<file path="config.mk">
export PLATFORM = sky130hd
export DESIGN_NAME = image_header_size_sniffer
export DESIGN_NICKNAME = d
export VERILOG_FILES = /design/src/isz_pkg.sv /design/src/isz_parse.sv /design/src/image_header_size_sniffer.sv
export SDC_FILE = /design/constraint.sdc
export NUM_CORES = 1
export LEC_CHECK = 0
export ABC_AREA = 1
export BUFFER_PORTS_ARGS = -buffer_cell sky130_fd_sc_hd__buf_2
export CAP_MARGIN = 40
export CORE_AREA = 2 2 265 267
export DETAILED_ROUTE_END_ITERATION = 10
export DIE_AREA = 0 0 267 269
export GPL_TIMING_DRIVEN = 0
export PLACE_DENSITY_LB_ADDON = 0.2
export RECOVER_POWER = 25
export SYNTH_ARGS = -nofsm -noshare
export SYNTH_HDL_FRONTEND = slang
export SYNTH_SLANG_ARGS = --single-unit
export TNS_END_PERCENT = 5
</file>
<file path="constraint.sdc">
create_clock -name clock -period 11.8 [get_ports clock]
set_clock_uncertainty 0.15 [all_clocks]
set_input_delay 1.18 -clock clock [delete_from_list [all_inputs] [get_ports clock]]
set_output_delay 1.18 -clock clock [all_outputs]
set_load 0.02 [all_outputs]
</file>
<file path="src/isz_pkg.sv">
`default_nettype none

package isz_pkg;

   localparam int POS_BITS     = 32;
   localparam int HEADER_BYTES = 24;
   localparam int HDR_IDX_BITS = $clog2(HEADER_BYTES);
   localparam int SCRATCH_BYTES = 8;
   localparam int SCR_IDX_BITS  = $clog2(SCRATCH_BYTES);

   localparam logic [POS_BITS-1:0] POS_MAX   = '1;
   localparam logic [POS_BITS-1:0] POS_LIMIT = POS_MAX - POS_BITS'(8);
   localparam logic [POS_BITS-1:0] SEG_END_RESET = POS_BITS'(2);
   localparam logic [POS_BITS-1:0] HDR_LAST_POS  = POS_BITS'(HEADER_BYTES - 1);

   localparam logic [3:0] SEG_MARK_OFS = 4'd0;
   localparam logic [3:0] SEG_LEN_OFS  = 4'd3;
   localparam logic [3:0] SEG_LAST_OFS = 4'd8;
   localparam logic [POS_BITS-1:0] SEG_MAX_OFS = POS_BITS'(8);

   localparam logic [7:0] BYTE_FF   = 8'hFF;
   localparam logic [7:0] BYTE_SOI  = 8'hD8;
   localparam logic [7:0] BYTE_APP0 = 8'hE0;
   localparam logic [7:0] BYTE_PNG0 = 8'h89;
   localparam logic [7:0] BYTE_CR   = 8'h0D;
   localparam logic [7:0] BYTE_LF   = 8'h0A;
   localparam logic [7:0] BYTE_SUB  = 8'h1A;

   localparam logic [1:0] FMT_NONE = 2'd0;
   localparam logic [1:0] FMT_JPEG = 2'd1;
   localparam logic [1:0] FMT_GIF  = 2'd2;
   localparam logic [1:0] FMT_PNG  = 2'd3;

   typedef enum logic [1:0] {
      PHASE_COLLECT,
      PHASE_JPEG,
      PHASE_DONE
   } phase_type;

   typedef enum logic [1:0] {
      WALK_RUN,
      WALK_FOUND,
      WALK_LOST
   } walk_type;

   typedef struct packed {
      logic        found;
      logic [1:0]  image_format;
      logic [31:0] width;
      logic [31:0] height;
   } result_type;

   function automatic logic is_frame_marker(input logic [7:0] m);
      return (m inside {[8'hC0:8'hC3], [8'hC9:8'hCB]});
   endfunction

endpackage

`default_nettype wire

</file>
<file path="src/isz_parse.sv">
`default_nettype none

module isz_parse (
   input  wire logic                clock,
   input  wire logic                reset,
   input  wire logic                take,
   input  wire logic [7:0]          file_byte,
   input  wire logic                end_of_file,
   output      logic                emit,
   output      isz_pkg::result_type result
);
   import isz_pkg::*;

   phase_type             phase_ff, phase_in;
   walk_type              walk_ff, walk_in;
   logic [POS_BITS-1:0]   pos_ff, pos_in;
   logic [POS_BITS-1:0]   seg_end_ff, seg_end_in;
   logic [15:0]           jw_ff, jw_in;
   logic [15:0]           jh_ff, jh_in;
   logic [7:0]            hdr_ff [HEADER_BYTES];
   logic [7:0]            scr_ff [SCRATCH_BYTES];

   logic [7:0]            h [HEADER_BYTES];
   logic                  at_seg;
   logic [POS_BITS-1:0]   gap;
   logic                  near;
   logic [3:0]            ofs;
   logic [15:0]           seg_len;
   logic [POS_BITS:0]     seg_sum;
   logic                  seg_over;
   walk_type              step_status;
   logic                  do_walk;
   logic                  is_png, is_gif, is_jfif;

   assign at_seg  = pos_ff >= seg_end_ff;
   assign gap     = pos_ff - seg_end_ff;
   assign near    = gap <= SEG_MAX_OFS;
   assign ofs     = gap[3:0];
   assign seg_len = {scr_ff[2], file_byte};
   assign seg_sum = (POS_BITS+1)'(seg_end_ff) + (POS_BITS+1)'(seg_len) + (POS_BITS+1)'(2);
   assign seg_over = (seg_end_ff > POS_LIMIT) || (seg_sum > {1'b0, POS_LIMIT});

   always_comb begin
      step_status = WALK_RUN;
      if (at_seg) begin
         if (!near) begin
            step_status = WALK_LOST;
         end else begin
            case (ofs)
               SEG_MARK_OFS: begin
                  if (file_byte != BYTE_FF) step_status = WALK_LOST;
               end
               SEG_LEN_OFS: begin
                  if (!is_frame_marker(scr_ff[1]) && (seg_len < 16'd2 || seg_over))
                     step_status = WALK_LOST;
               end
               SEG_LAST_OFS: step_status = WALK_FOUND;
               default: step_status = WALK_RUN;
            endcase
         end
      end
   end

   always_comb begin
      for (int i = 0; i < HEADER_BYTES - 1; i++) h[i] = hdr_ff[i];
      h[HEADER_BYTES-1] = file_byte;
   end

   assign is_png = h[0] == BYTE_PNG0 && h[1] == "P" && h[2] == "N" && h[3] == "G" &&
                   h[4] == BYTE_CR && h[5] == BYTE_LF && h[6] == BYTE_SUB &&
                   h[7] == BYTE_LF && h[12] == "I" && h[13] == "H" &&
                   h[14] == "D" && h[15] == "R";
   assign is_gif = h[0] == "G" && h[1] == "I" && h[2] == "F";
   assign is_jfif = h[0] == BYTE_FF && h[1] == BYTE_SOI && h[2] == BYTE_FF &&
                    h[3] == BYTE_APP0 && h[6] == "J" && h[7] == "F" &&
                    h[8] == "I" && h[9] == "F";

   assign do_walk = (walk_ff == WALK_RUN) &&
                    ((phase_ff == PHASE_JPEG) ||
                     (phase_ff == PHASE_COLLECT && pos_ff > POS_BITS'(1)));

   always_comb begin
      phase_in   = phase_ff;
      walk_in    = walk_ff;
      pos_in     = pos_ff;
      seg_end_in = seg_end_ff;
      jw_in      = jw_ff;
      jh_in      = jh_ff;
      emit       = 1'b0;
      result     = '0;
      if (take) begin
         if (do_walk) begin
            walk_in = step_status;
            if (at_seg && near && ofs == SEG_LEN_OFS && step_status == WALK_RUN &&
                !is_frame_marker(scr_ff[1]))
               seg_end_in = seg_sum[POS_BITS-1:0];
            if (step_status == WALK_FOUND) begin
               jh_in = {scr_ff[5], scr_ff[6]};
               jw_in = {scr_ff[7], file_byte};
            end
         end
         case (phase_ff)
            PHASE_COLLECT: begin
               if (pos_ff == HDR_LAST_POS) begin
                  if (is_png) begin
                     emit   = 1'b1;
                     result = '{1'b1, FMT_PNG, {h[16], h[17], h[18], h[19]},
                                {h[20], h[21], h[22], h[23]}};
                  end else if (is_gif) begin
                     emit   = 1'b1;
                     result = '{1'b1, FMT_GIF, {16'd0, h[7], h[6]}, {16'd0, h[9], h[8]}};
                  end else if (is_jfif) begin
                     if (walk_in == WALK_FOUND) begin
                        emit   = 1'b1;
                        result = '{1'b1, FMT_JPEG, {16'd0, jw_in}, {16'd0, jh_in}};
                     end else if (walk_in == WALK_LOST) begin
                        emit = 1'b1;
                     end else begin
                        phase_in = PHASE_JPEG;
                     end
                  end else begin
                     emit = 1'b1;
                  end
               end
            end
            PHASE_JPEG: begin
               if (walk_in == WALK_FOUND) begin
                  emit   = 1'b1;
                  result = '{1'b1, FMT_JPEG, {16'd0, jw_in}, {16'd0, jh_in}};
               end else if (walk_in == WALK_LOST) begin
                  emit = 1'b1;
               end
            end
            default: ;
         endcase
         if (emit) phase_in = PHASE_DONE;
         if (end_of_file) begin
            if (phase_ff != PHASE_DONE && !emit) begin
               emit   = 1'b1;
               result = '0;
            end
            phase_in   = PHASE_COLLECT;
            walk_in    = WALK_RUN;
            pos_in     = '0;
            seg_end_in = SEG_END_RESET;
         end else if (pos_ff != POS_MAX) begin
            pos_in = pos_ff + POS_BITS'(1);
         end
      end
   end

   always_ff @(posedge clock) begin
      if (reset) begin
         phase_ff   <= PHASE_COLLECT;
         walk_ff    <= WALK_RUN;
         pos_ff     <= '0;
         seg_end_ff <= SEG_END_RESET;
      end else begin
         phase_ff   <= phase_in;
         walk_ff    <= walk_in;
         pos_ff     <= pos_in;
         seg_end_ff <= seg_end_in;
      end
   end

   always_ff @(posedge clock) begin
      jw_ff <= jw_in;
      jh_ff <= jh_in;
      if (take && phase_ff == PHASE_COLLECT && pos_ff < POS_BITS'(HEADER_BYTES))
         hdr_ff[pos_ff[HDR_IDX_BITS-1:0]] <= file_byte;
      if (take && do_walk && at_seg && gap < POS_BITS'(SCRATCH_BYTES))
         scr_ff[gap[SCR_IDX_BITS-1:0]] <= file_byte;
   end

endmodule

`default_nettype wire

</file>
<file path="src/image_header_size_sniffer.sv">
// Channel  Direction  Handshake              Payload
// req      in         req_valid/req_ready    req_file_byte, req_end_of_file
// rsp      out        rsp_valid/rsp_ready    rsp_found, rsp_image_format, rsp_width, rsp_height
//
// One byte is accepted per cycle while req_ready is high; its result, if any, is registered for rsp.
// The parse state updates in a single pass from the request byte to the result register.
// A skid register behind the result register lets one more result in while rsp stalls;
// req_ready drops only while both hold a result.
// Synchronous active-high reset returns to header collect at offset zero.
`default_nettype none

module image_header_size_sniffer (
   input  wire logic        clock,
   input  wire logic        reset,
   input  wire logic        req_valid,
   output      logic        req_ready,
   input  wire logic [7:0]  req_file_byte,
   input  wire logic        req_end_of_file,
   output      logic        rsp_valid,
   input  wire logic        rsp_ready,
   output      logic        rsp_found,
   output      logic [1:0]  rsp_image_format,
   output      logic [31:0] rsp_width,
   output      logic [31:0] rsp_height
);
   import isz_pkg::*;

   logic       take;
   logic       emit;
   result_type result;
   logic       out_valid_ff, out_valid_in;
   logic       skid_valid_ff, skid_valid_in;
   result_type out_ff, out_in;
   result_type skid_ff, skid_in;
   logic       pop;

   assign req_ready = !skid_valid_ff;
   assign take      = req_valid && req_ready;
   assign pop       = out_valid_ff && rsp_ready;

   isz_parse u_parse (
      .clock       (clock),
      .reset       (reset),
      .take        (take),
      .file_byte   (req_file_byte),
      .end_of_file (req_end_of_file),
      .emit        (emit),
      .result      (result)
   );

   always_comb begin
      out_valid_in  = out_valid_ff;
      skid_valid_in = skid_valid_ff;
      out_in        = out_ff;
      skid_in       = skid_ff;
      if (!out_valid_ff || pop) begin
         if (skid_valid_ff) begin
            out_in        = skid_ff;
            out_valid_in  = 1'b1;
            skid_valid_in = 1'b0;
         end else begin
            out_in       = result;
            out_valid_in = take && emit;
         end
      end else if (take && emit) begin
         skid_in       = result;
         skid_valid_in = 1'b1;
      end
   end

   always_ff @(posedge clock) begin
      if (reset) begin
         out_valid_ff  <= 1'b0;
         skid_valid_ff <= 1'b0;
      end else begin
         out_valid_ff  <= out_valid_in;
         skid_valid_ff <= skid_valid_in;
      end
   end

   always_ff @(posedge clock) begin
      out_ff  <= out_in;
      skid_ff <= skid_in;
   end

   assign rsp_valid        = out_valid_ff;
   assign rsp_found        = out_ff.found;
   assign rsp_image_format = out_ff.image_format;
   assign rsp_width        = out_ff.width;
   assign rsp_height       = out_ff.height;

endmodule

`default_nettype wire

</file>
# After elaboration in Yosys (flattened, before gate mapping)
# Memories as Yosys holds them, arrays and structs flattened.
# Cells that the tools add are included.
[totals]
wordCells = 186
n_memories = 2
output_inout_bits = 69
ramBits = 256
reg_bits = 236
[mem_list]
columns = ["name", "depth", "width", "rd", "rd_clocked_by_memory_dff", "write_ports", "line_no", "rtl"]
rows = [
  ["u_parse.hdr_ff", 24, 8, 21, 0, 1, "isz_parse.sv:20", "logic [7:0] hdr_ff [HEADER_BYTES];"],
  ["u_parse.scr_ff", 8, 8, 5, 0, 1, "isz_parse.sv:21", "logic [7:0] scr_ff [SCRATCH_BYTES];"],
]
[classes]
addsub = 4
order_cmp = 12
muxes = 52
bitwise = 1
eq_ne = 37
reduce_logical = 62
[ops]
columns = ["operator", "n"]
rows = [
  ["2-to-1 mux 67 bit", 9],
  ["2-to-1 mux 32 bit", 5],
  ["one-hot mux 67 bit (2 select lines)", 1],
  ["== test 8 x 7 -> 1 bit, second input constant", 14],
  ["2-to-1 mux 16 bit", 4],
  ["== test 8 bit, second input constant", 5],
  ["logical AND 1 bit", 38],
  ["adder 32 x 16 -> 33 bit", 1],
  ["adder 33 x 2 -> 33 bit, second input constant", 1],
  ["greater-than comparator 33 x 32 -> 1 bit, second input constant", 1],
  ["adder 32 x 1 -> 32 bit, second input constant", 1],
  ["== test 32 x 5 -> 1 bit, second input constant", 1],
  ["greater-or-equal comparator 32 bit", 1],
  ["greater-than comparator 32 x 1 -> 1 bit, second input constant", 1],
  ["greater-than comparator 32 bit, second input constant", 1],
  ["less-or-equal comparator 32 x 4 -> 1 bit, second input constant", 1],
  ["less-than comparator 32 x 4 -> 1 bit, second input constant", 1],
  ["less-than comparator 32 x 5 -> 1 bit, second input constant", 1],
  ["2-to-1 mux 2 bit", 16],
  ["inequality test 32 bit, second input constant", 1],
  ["subtractor 32 bit", 1],
  ["== test 8 x 4 -> 1 bit, second input constant", 3],
  ["greater-or-equal comparator 8 bit, second input constant", 2],
  ["less-or-equal comparator 8 bit, second input constant", 2],
  ["23 further kinds", 56],
]

# Depth between registers and ports, before layout
# Gate-level depths: netlist of run 1.
[depth]
ltp_word = 28
ltp_mapped = 35
depth_no_buf = 34

# By module
# A second synthesis of run 1 with hierarchy kept.
[hier_totals]
cells_unflattened = 2417
hier_area_um2 = 22399.0
[by_module_without_submodules]
columns = ["module", "cells_per_inst", "n_inst", "area_per_inst_um2"]
rows = [
  ["isz_parse", 2054, 1, 17423.0],
  ["image_header_size_sniffer", 363, 1, 4976.0],
]

# Least setup slack after synthesis of run 1
# No wires, ideal clock.
[synth_timing]
path_kind = "input to register"
start = "input req_file_byte[1]"
end = "register skid_ff[0] in the netlist's numbering (enable)"
setup_ns = 0.492
setup_slack_ns = 4.219
cell_stages = 32
arrival_ns = 6.939
path_buffers = 0
cell_sequence = "inv_1 ha_1 inv_1 ha_1 fa_1 nand3_1 nand3_1 nand2_1 nand2_1 nand2_1 nand2_1 nand2_1 nand2_1 nand2_1 nand2_1 nor2_1 nand2_1 nor2_1 nand3_1 nand4_1 nand2_1 nand3_1 nand3_1 nand2_1 ha_1 nand2_1 nand2_1 o21ai_1 nor2_1 inv_1 o211ai_1 nor2_1"
[synth_between]
elab_chain_len = 28
word_cells_on_any_way = 32
[synth_lines]
columns = ["item", "line_no", "rtl"]
rows = [
  ["start, declared", "image_header_size_sniffer.sv:17", "input wire logic [7:0] req_file_byte,"],
  ["adder 32 x 16 -> 33 bit", "isz_parse.sv:40", "assign seg_sum = (POS_BITS+1)'(seg_end_ff) + (POS_BITS+1)'(seg_len) + (POS_BITS+1)'(2);"],
  ["adder 33 x 2 -> 33 bit", "isz_parse.sv:40", ""],
  ["greater-than comparator 33 x 32 -> 1 bit", "isz_parse.sv:41", "assign seg_over = (seg_end_ff > POS_LIMIT) || (seg_sum > {1'b0, POS_LIMIT});"],
  ["logical OR 1 bit", "isz_parse.sv:41", ""],
  ["logical OR 1 bit", "isz_parse.sv:54", "if (!is_frame_marker(scr_ff[1]) && (seg_len < 16'd2 || seg_over))"],
  ["logical AND 1 bit", "isz_parse.sv:54", ""],
  ["2-to-1 mux 2 bit", "isz_parse.sv:54", ""],
  ["one-hot mux 2 bit (3 select lines) (*)", "isz_parse.sv:49", "case (ofs)"],
  ["(+12 left out)", "--", ""],
  ["2-to-1 mux 1 bit (*)", "isz_parse.sv:91", "if (take) begin"],
  ["zero test 1 bit", "isz_parse.sv:138", "if (phase_ff != PHASE_DONE && !emit) begin"],
  ["logical AND 1 bit", "isz_parse.sv:138", ""],
  ["2-to-1 mux 1 bit", "isz_parse.sv:138", ""],
  ["2-to-1 mux 1 bit (*)", "isz_parse.sv:137", "if (end_of_file) begin"],
  ["2-to-1 mux 1 bit (*)", "isz_parse.sv:91", ""],
  ["logical AND 1 bit (*)", "image_header_size_sniffer.sv:65", "end else if (take && emit) begin"],
  ["AND reduction 2 bit (no line) (*)", "--", ""],
  ["end signal, assigned", "image_header_size_sniffer.sv:83", "skid_ff <= skid_in;"],
  ["end, declared", "image_header_size_sniffer.sv:34", "result_type skid_ff, skid_in;"],
]
# Mark *: on every way between the ends. The rest lies on a longest branch, timed or not. The select of a mux whose other input is x is not followed.
# A chain may end at the register's enable or synchronous reset.

# Worst setup path in the final report of run 1
[layout_timing]
start = "input req_file_byte[1]"
end = "register skid_ff[16] in the netlist's numbering (enable)"
# The elaborated chain is that of the path after synthesis.

==> qor.csv, run 1 <==
metric,value,unit
pwr-share-seq,49.2,%
mostFrequentLayoutCells,"nand2_1 (830), edfxtp_1 (374), inv_1 (372)",
yosys_warnings,0,
dp_hpwl,46.9,mm
drive_above_1_share,8.54,%
synth_xor_area_share,0.657,%
start_util,32.7,%
hold_violations,0,
cts_buffer_depth,3,
setup_viol,0,
start_kind,primary input,
clockPowerShare,46.0,%
global_route.overflow_total,0,
rows,97,
drc,0,
yosysUniqueCellTypes,46,
ys_seq_area_share,55.8,%
intPower,2730,µW
muxShareOfSynthArea,0,%
crit_fanout,30,
grt_pass1_vias,17200,
hp-class,flip-flop to flip-flop,
num-nets-final,2830,
synth_seq_cells,444,
cts_tree,done,
multiInputGateArea,8310,µm²
synthAdderAreaFrac,4.04,%
swShare,22.3,%
rsz0062_at_grt,no,
core,69300,µm²
clk_latency,610,ps
endpoint_kind,flip-flop,
layout_commonest_cell,nand2_1,
max_stage_delay,1370,ps
netlist_area,22600,µm²
fin_tns_setup,0,ps
tightest_slew,3790,ps
post_cts_resized,0,
post_cts_buffers,0,
synth_nets,2680,
fin_cells,3727,
vias,17600,
crit_top_cell,nand2_1,
dieHeight,269,µm
period_share,68.8,%
detail-route-antenna-nets,0,
htree_levels,2,
cts_hold_buf,0,
finalWirelength,62.6,mm
power,3520,µW
grt_start_max_net_pins,66,
violations,"capacitance limit, slew limit",
antennaDiodeCount,0,
worst_path_max_delay_cell,clkbuf_1,
path_class,primary input to flip-flop,
clk_pin_slew_worst_paths,60,ps
syn_to_final_growth,15.4,%
regArea,12600,µm²
portBuffers,81,
p_comb_share,4.8,%
critPathArrivalTime,8260,ps
drt-initial-drc-count,1258,
synth_simple_gate_area_share,25.2,%
grt_antenna_before_repair,1,
p_per_area,134,nW/µm²
vdd_drop_max,0.121,mV
status,"finished, violations left",
place_ws,4030,ps
max_slew_margin,-152,%
utilization,37.7,%
die_area,71800,µm²
final-max-slew-violation-count,267,
ios,82,
drtPass1Iterations,6,
viasPerCell,4.73,
fin_crit,8110,ps
cap_viol_max_count,8,
syn_inst,2595,
worst_slack,3690,ps
clock_sinks,444,
synth_compound_area_share,6.68,%
fmax,0.123,GHz
n_fill_cell,7042,
syn_area_per_cell,8.73,µm²
numCtsBuffers,51,
p_sw,782,µW
die_width,267,µm
avgRoutedWirePerCell,16.8,µm
p_leak,0.0113,µW
place_inst,3632,
required,11950,ps
grt_pass1_wl,97.0,mm
grt_usage,17.4,%
gp_congestion,0.891,
root_buffer,clkbuf_16,
synth_top_family_by_area,simple AND/OR/NAND/NOR gates,
logic make-up after synthesis:
group | after synthesis
compound gates | 254
simple gates | 1367
flops | 444
fa+ha+maj | 72
xor+xnor | 17
buf+inv | 441
area by class of cell:
type,instances,area share (%)
Clock inverter,33,1.57
Buffer,63,1.15
Multi-Input combinational cell,1710,31.8
Clock buffer,62,5.12
Tap cell,940,4.50
Sequential cell,444,48.3
Inverter,378,5.43
Timing Repair Buffer,97,2.13
sequential cells by signal (all words and copies together), names as in the netlist:
register,flops
rsp_image_format,2
u_parse.walk_ff,2
u_parse.phase_ff,2
skid_ff,67
rsp_found,1
u_parse.pos_ff,32
u_parse.jw_ff,16
u_parse.seg_end_ff,32
u_parse.jh_ff,16
rsp_width,32
rsp_height,32
u_parse.hdr_ff,168
skid_valid_ff,1
rsp_valid,1
u_parse.scr_ff,40
Yosys cell counts (all sizes together):
master / count / area [µm²]
clkbuf: 41 / 154
o2111a: 2 / 22.5
ha: 70 / 876
o211ai: 33 / 248
a41oi: 1 / 8.76
buf: 22 / 146
dfxtp: 70 / 1400
nand3b: 4 / 30.0
nor4: 38 / 244
o2111ai: 1 / 8.76
nand3: 148 / 761
fa: 2 / 40.0
xnor2: 8 / 70.1
a21oi: 92 / 464
edfxtp: 374 / 11200
o221ai: 1 / 8.76
or3b: 1 / 8.76
o21bai: 11 / 82.6
and3: 5 / 31.3
nor3b: 1 / 7.51
a2bb2oi: 1 / 8.76
xor2: 9 / 78.8
clkinv: 1 / 3.75
nand2: 832 / 3130
a21o: 2 / 15.0
nor3: 47 / 260
o21a: 4 / 30.0
nand4: 42 / 263
a211oi: 4 / 30.0
or2: 7 / 43.8
inv: 377 / 1420
o21ai: 102 / 586
nor2: 236 / 903
and2: 6 / 37.5
critical path, delay by kind of cell:
family / cells / cell delay (ps)
compound gates: 2 / 280
simple gates: 23 / 2800
fa+ha+maj: 4 / 1400
buf+inv: 7 / 2550
path summary, 6_finish.rpt:
path	start	to	slack (ps)	depth (start not counted)
max	req_file_byte[1]	skid_ff[16]$_DFFE_PP_	3690	36
min	u_parse.seg_end_ff[31]$_SDFFE_PP0P_	u_parse.seg_end_ff[31]$_SDFFE_PP0P_	340	2
max reg2reg	u_parse.pos_ff[0]$_SDFFE_PP0P_	skid_ff[16]$_DFFE_PP_	5760	35
min reg2reg	u_parse.seg_end_ff[31]$_SDFFE_PP0P_	u_parse.seg_end_ff[31]$_SDFFE_PP0P_	340	2
power groups by stage:
| stage | logic, µW | registers (µW) | clock network, µW |
|---|---|---|---|
| after floorplan | 84.1 | 1780 | 0 |
| after global placement | 166 | 1760 | 0 |
| after detailed placement | 174 | 1760 | 0 |
| after CTS | 175 | 1730 | 1660 |
| after global routing | 186 | 1730 | 1710 |
| final | 169 | 1730 | 1620 |
layer usage:
layer / share of wire (%) / vias to the layer above / wire, µm / track usage (%)
li1: - / 8867 / - / -
met1: 46 / 8250 / 28500 / 23.0
met2: 47 / 428 / 29700 / 29.8
met3: 4.5 / 96 / 2830 / 2.40
met4: 2.5 / 0 / 1580 / 5.42
met5: 0 / - / 0 / 0
through the flow:
step / instance area, µm² / hold slack, ps
floorplan: 22600 / 301
global placement: 24200 / 325
detailed placement: 24500 / 329
CTS: 26300 / 337
global route: 26100 / 356
finish: 26100 / 337
(Power assumes the default switching activity.)
==> run 2, diff against run 1 <==
Clock period 11.8 ns to 6.51 ns, I/O delays scaled along.
==> run 2 against run 1 <==
The flow still finishes with violations (capacitance limit, slew limit). Core utilization is essentially flat. Combinational power up 88%. Global-route usage shrank 0.21 points. Largest power group unchanged.
==> qor.csv, run 2 (synthesis results as in run 1) <==
metric,value,unit,change
fin_cells,3725,,-0.054%
place_inst,3634,,+0.055%
cts_buffer_depth,3,,unchanged
wl_met1,28.8,mm,+1.3%
post_cts_resized,0,,unchanged
grt_usage,17.2,%,-0.21 points
drtPass1Iterations,6,,unchanged
path_class,primary input to flip-flop,,
vias,17600,,-0.40%
htree_levels,2,,unchanged
endpoint_kind,flip-flop,,
worst_path_max_delay_cell,clkbuf_1,,
power,6260,µW,+78%
clock_sinks,444,,unchanged
clk_latency,600,ps,about the same
fmax,0.169,GHz,
grt_pass1_vias,16900,,-1.5%
drc,0,,unchanged
max_slew_margin,-37.7,%,+110 points
holdWs,224,ps,-113 ps
worst_slack,582,ps,-3100 ps
start_kind,primary input,,
cap_viol_max_count,2,,-6
max_stage_delay,660,ps,-710 ps
numCtsBuffers,49,,-3.9%
die_width,267,µm,unchanged
intPower,4860,µW,+78%
clk_pin_slew_worst_paths,60,ps,about the same
place_ws,317,ps,-3720 ps
largest_register_ffs,168,,unchanged
critPathArrivalTime,6210,ps,-2050 ps
drive_above_1_share,8.87,%,+0.33 points
clockPowerShare,44.9,%,-1.1 points
grt_pass1_wl,95.6,mm,-1.4%
start_util,32.7,%,unchanged
syn_to_final_growth,15.6,%,
final-max-slew-violation-count,70,,-74%
cts_hold_buf,0,,unchanged
dp_hpwl,46.3,mm,-1.1%
layout_commonest_cell,nand2_1,,
grt_antenna_before_repair,0,,-1
finalWirelength,62.0,mm,-0.93%
period_share,91.1,%,
ios,82,,unchanged
global_route.overflow_total,0,,unchanged
viasPerCell,4.72,,-0.35%
vdd_drop_max,0.174,mV,+44%
detail-route-antenna-nets,0,,unchanged
required,6790,ps,-5160 ps
crit_top_cell,nand2_1,,
p_comb_share,5.1,%,+0.3 points
fin_tns_setup,0,ps,unchanged
pwr-share-seq,50.0,%,+0.8 points
drt-initial-drc-count,1213,,-3.6%
hold_violations,0,,unchanged
num-nets-final,2830,,unchanged
p_leak,0.0112,µW,-0.27%
swShare,22.5,%,+0.21 points
rsz0062_at_grt,no,,
die_area,71800,µm²,unchanged
wl_met3,2.39,mm,-16%
status,"finished, violations left",,
cts_tree,done,,
rows,97,,unchanged
portBuffers,81,,unchanged
top_layer_used,met4,,
gp_congestion,0.866,,-2.8%
hp-class,primary input to flip-flop,,
root_buffer,clkbuf_16,,
tightest_slew,2070,ps,-1720 ps
antennaDiodeCount,0,,unchanged
core,69300,µm²,unchanged
p_sw,1410,µW,+80%
violations,"capacitance limit, slew limit",,
grt_start_max_net_pins,38,,-42%
crit_fanout,19,,-37%
p_per_area,239,nW/µm²,+78%
mostFrequentLayoutCells,"nand2_1 (828), edfxtp_1 (374), inv_1 (370)",,
avgRoutedWirePerCell,16.6,µm,-0.87%
setup_viol,0,,unchanged
fin_crit,5930,ps,
dieHeight,269,µm,unchanged
post_cts_buffers,0,,unchanged
wl_met2,29.3,mm,-1.2%
==> run 2: stage by stage <==
stage / instance area (µm²) / util, %
floorplan: 22700 / -
global placement: 24300 / 35.1
detailed placement: 24600 / 35.5
CTS: 26200 / 37.9
global route: 26200 / 37.8
finish: 26200 / 37.8
==> run 2: per-layer routing <==
layer / vias to the layer above / track usage (%)
met4: 0 / 4.81
met3: 83 / 1.96
met2: 357 / 29.6
met1: 8246 / 23.0
li1: 8884 / -
met5: - / 0
==> run 2: layout make-up <==
cell class / count / area, µm²
fill: 7046 / 43100
sequential: 444 / 12600
multi-input combinational: 1710 / 8370
inverter: 378 / 1430
clock buffer: 64 / 1290
tap: 940 / 1180
timing repair buffer: 99 / 632
clock inverter: 27 / 339
buffer: 63 / 302
==> run 2: power by group through the flow <==
stage          Combinational [µW]  Sequential [µW]  Clock [µW]
2_1_floorplan                 156             3220           0
3_3_place_gp                  305             3200           0
3_5_place_dp                  323             3190           0
4_1_cts                       324             3130        2890
5_1_grt                       351             3140        2980
6_report                      317             3130        2810
==> run 2: worst paths after layout <==
check | from | endpoint | slack (ps) | cells after the start
worst min register to register | u_parse.seg_end_ff[31]$_SDFFE_PP0P_ | u_parse.seg_end_ff[31]$_SDFFE_PP0P_ | 330 | 2
worst max register to register | u_parse.pos_ff[0]$_SDFFE_PP0P_ | rsp_height[2]$_DFFE_PP_ | 740 | 34
worst max-delay path | req_file_byte[7] | rsp_height[2]$_DFFE_PP_ | 580 | 30
worst min-delay path | req_file_byte[4] | u_parse.hdr_ff[20][4]$_DFFE_PP_ | 220 | 1
==> run 2: worst max-delay path: cells and delay by family <==
kind	cells	cell delay [ps]
and+or+nand+nor	23	3330
adders and majority gates	3	840
AOI/OAI and AO/OA	1	80
buffers and inverters	3	1280
==> run 3, diff against run 2 <==
Settings changed: CTS_BUF_LIST set to sky130_fd_sc_hd__clkbuf_8, SLEW_MARGIN set to 10.
==> run 3 against run 2 <==
The run still ends with capacitance limit, slew limit left. Fmax is 0.18% higher. Sequential power about the same. Total power shrank 2.7%. Critical path type unchanged. Highest routed layer unchanged.
==> qor.csv, run 3 (synthesis results as in run 1) <==
metric,value,unit,change
max_slew_margin,-39.6,%,-1.9 points
core,69300,µm²,unchanged
cts_buffer_depth,3,,unchanged
finalWirelength,62.5,mm,+0.79%
critPathArrivalTime,6260,ps,+50 ps
detail-route-antenna-nets,0,,unchanged
max_stage_delay,680,ps,+20 ps
holdWs,185,ps,-38.8 ps
clk_pin_slew_worst_paths,60,ps,about the same
crit_fanout,19,,unchanged
htree_levels,3,,+1
layout_commonest_cell,nand2_1,,
swShare,23.8,%,+1.3 points
met1_usage,23.2,%,+0.17 points
gp_congestion,0.866,,unchanged
vdd_drop_max,0.117,mV,-33%
crit_top_cell,nand2_1,,
ios,82,,unchanged
clockPowerShare,43.4,%,-1.5 points
path_class,primary input to flip-flop,,
worst_path_max_delay_cell,clkbuf_1,,
largest_register_ffs,168,,unchanged
viasPerCell,4.69,,-0.57%
drtPass1Iterations,7,,+1
root_buffer,clkbuf_8,,
regArea,12600,µm²,unchanged
cts_tree,done,,
period_share,90.9,%,-0.16 points
fin_crit,5920,ps,-10.6 ps
drc,0,,unchanged
required,6850,ps,+60 ps
cts_hold_buf,0,,unchanged
die_width,267,µm,unchanged
p_sw,1450,µW,+3.0%
portBuffers,81,,unchanged
pwr-share-seq,51.4,%,+1.4 points
hold_violations,0,,unchanged
p_comb_share,5.2,%,about the same
syn_to_final_growth,15.5,%,
num-nets-final,2858,,+0.99%
vias,17700,,+0.82%
fmax,0.169,GHz,+0.18%
drive_above_1_share,9.91,%,+1.0 points
endpoint_kind,flip-flop,,
grt_pass1_vias,17100,,+0.99%
p_per_area,233,nW/µm²,-2.6%
grt_start_max_net_pins,38,,unchanged
tightest_slew,2090,ps,+28.9 ps
fin_tns_setup,0,ps,unchanged
grtUsageMet2,29.7,%,+0.084 points
violations,"capacitance limit, slew limit",,
rows,97,,unchanged
dp_hpwl,46.4,mm,+0.23%
avgRoutedWirePerCell,16.5,µm,-0.60%
global_route.overflow_total,0,,unchanged
dieHeight,269,µm,unchanged
post_cts_resized,0,,unchanged
use_met3,2.68,%,+0.71 points
multiInputGateArea,8380,µm²,+0.12%
setup_viol,0,,unchanged
busiest_layer,met2,,
final-max-slew-violation-count,70,,unchanged
hp-class,primary input to flip-flop,,
grt_pass1_wl,96.5,mm,+0.88%
numCtsBuffers,79,,+61%
clk_latency,670,ps,+70 ps
start_kind,primary input,,
die_area,71800,µm²,unchanged
start_util,32.7,%,unchanged
n_fill_cell,7054,,+0.11%
clock_sinks,444,,unchanged
drt-initial-drc-count,1155,,-4.8%
p_leak,0.0114,µW,+1.1%
cap_viol_max_count,2,,unchanged
intPower,4650,µW,-4.3%
grt_antenna_before_repair,1,,+1
mostFrequentLayoutCells,"nand2_1 (828), inv_1 (393), edfxtp_1 (374)",,
status,"finished, violations left",,
grt_usage,17.5,%,+0.25 points
post_cts_buffers,0,,unchanged
rsz0062_at_grt,no,,
## run 3: worst paths after layout
path                                                     startpoint                             endpoint  slack [ps]  depth (start not counted)
worst max-delay path                               req_file_byte[7]              rsp_height[2]$_DFFE_PP_         590                         32
worst min-delay path                               req_file_byte[4]      u_parse.hdr_ff[20][4]$_DFFE_PP_         190                          1
worst max register to register       u_parse.pos_ff[0]$_SDFFE_PP0P_              rsp_height[2]$_DFFE_PP_         690                         34
worst min register to register  u_parse.seg_end_ff[31]$_SDFFE_PP0P_  u_parse.seg_end_ff[31]$_SDFFE_PP0P_         330                          2
## run 3: worst max-delay path, delay by kind of cell
kind            cells  cell delay (ps)
simple gates       25             3370
buf+inv             3             1300
fa+ha+maj           3              840
compound gates      1               80
## run 3: metrics by stage
step	power (µW)	instance area (µm²)	instances	worst slack, ps	util (%)
4_1_cts	6180	26200	3775	742	37.8
6_report	6100	26100	3777	593	37.7
3_3_place_gp	3500	24300	3616	-3730	35.1
2_1_floorplan	3370	22700	2595	-371	-
3_5_place_dp	3520	24600	3632	301	35.5
5_1_grt	6330	26100	3777	293	37.7
## run 3: layout make-up
type	count	area share, %
inverter	378	5.48
antenna	2	0.0191
clock inverter	56	1.54
tap	940	4.50
timing repair buffer	97	2.38
buffer	63	1.15
clock buffer	87	4.58
multi-input combinational	1710	32.0
sequential	444	48.3
## run 3: power by group through the flow
stage	combinational [µW]	sequential [µW]	clock [µW]
after floorplan	156	3220	0
after global placement	305	3200	0
after detailed placement	324	3190	0
after CTS	324	3130	2720
after global routing	351	3140	2840
final	317	3130	2640
## run 3: layer usage
| metal | vias up | wire length [µm] |
|---|---|---|
| met1 | 8309 | 29000 |
| met5 | - | 0 |
| li1 | 8949 | - |
| met3 | 86 | 2740 |
| met2 | 370 | 29400 |
| met4 | 0 | 1350 |
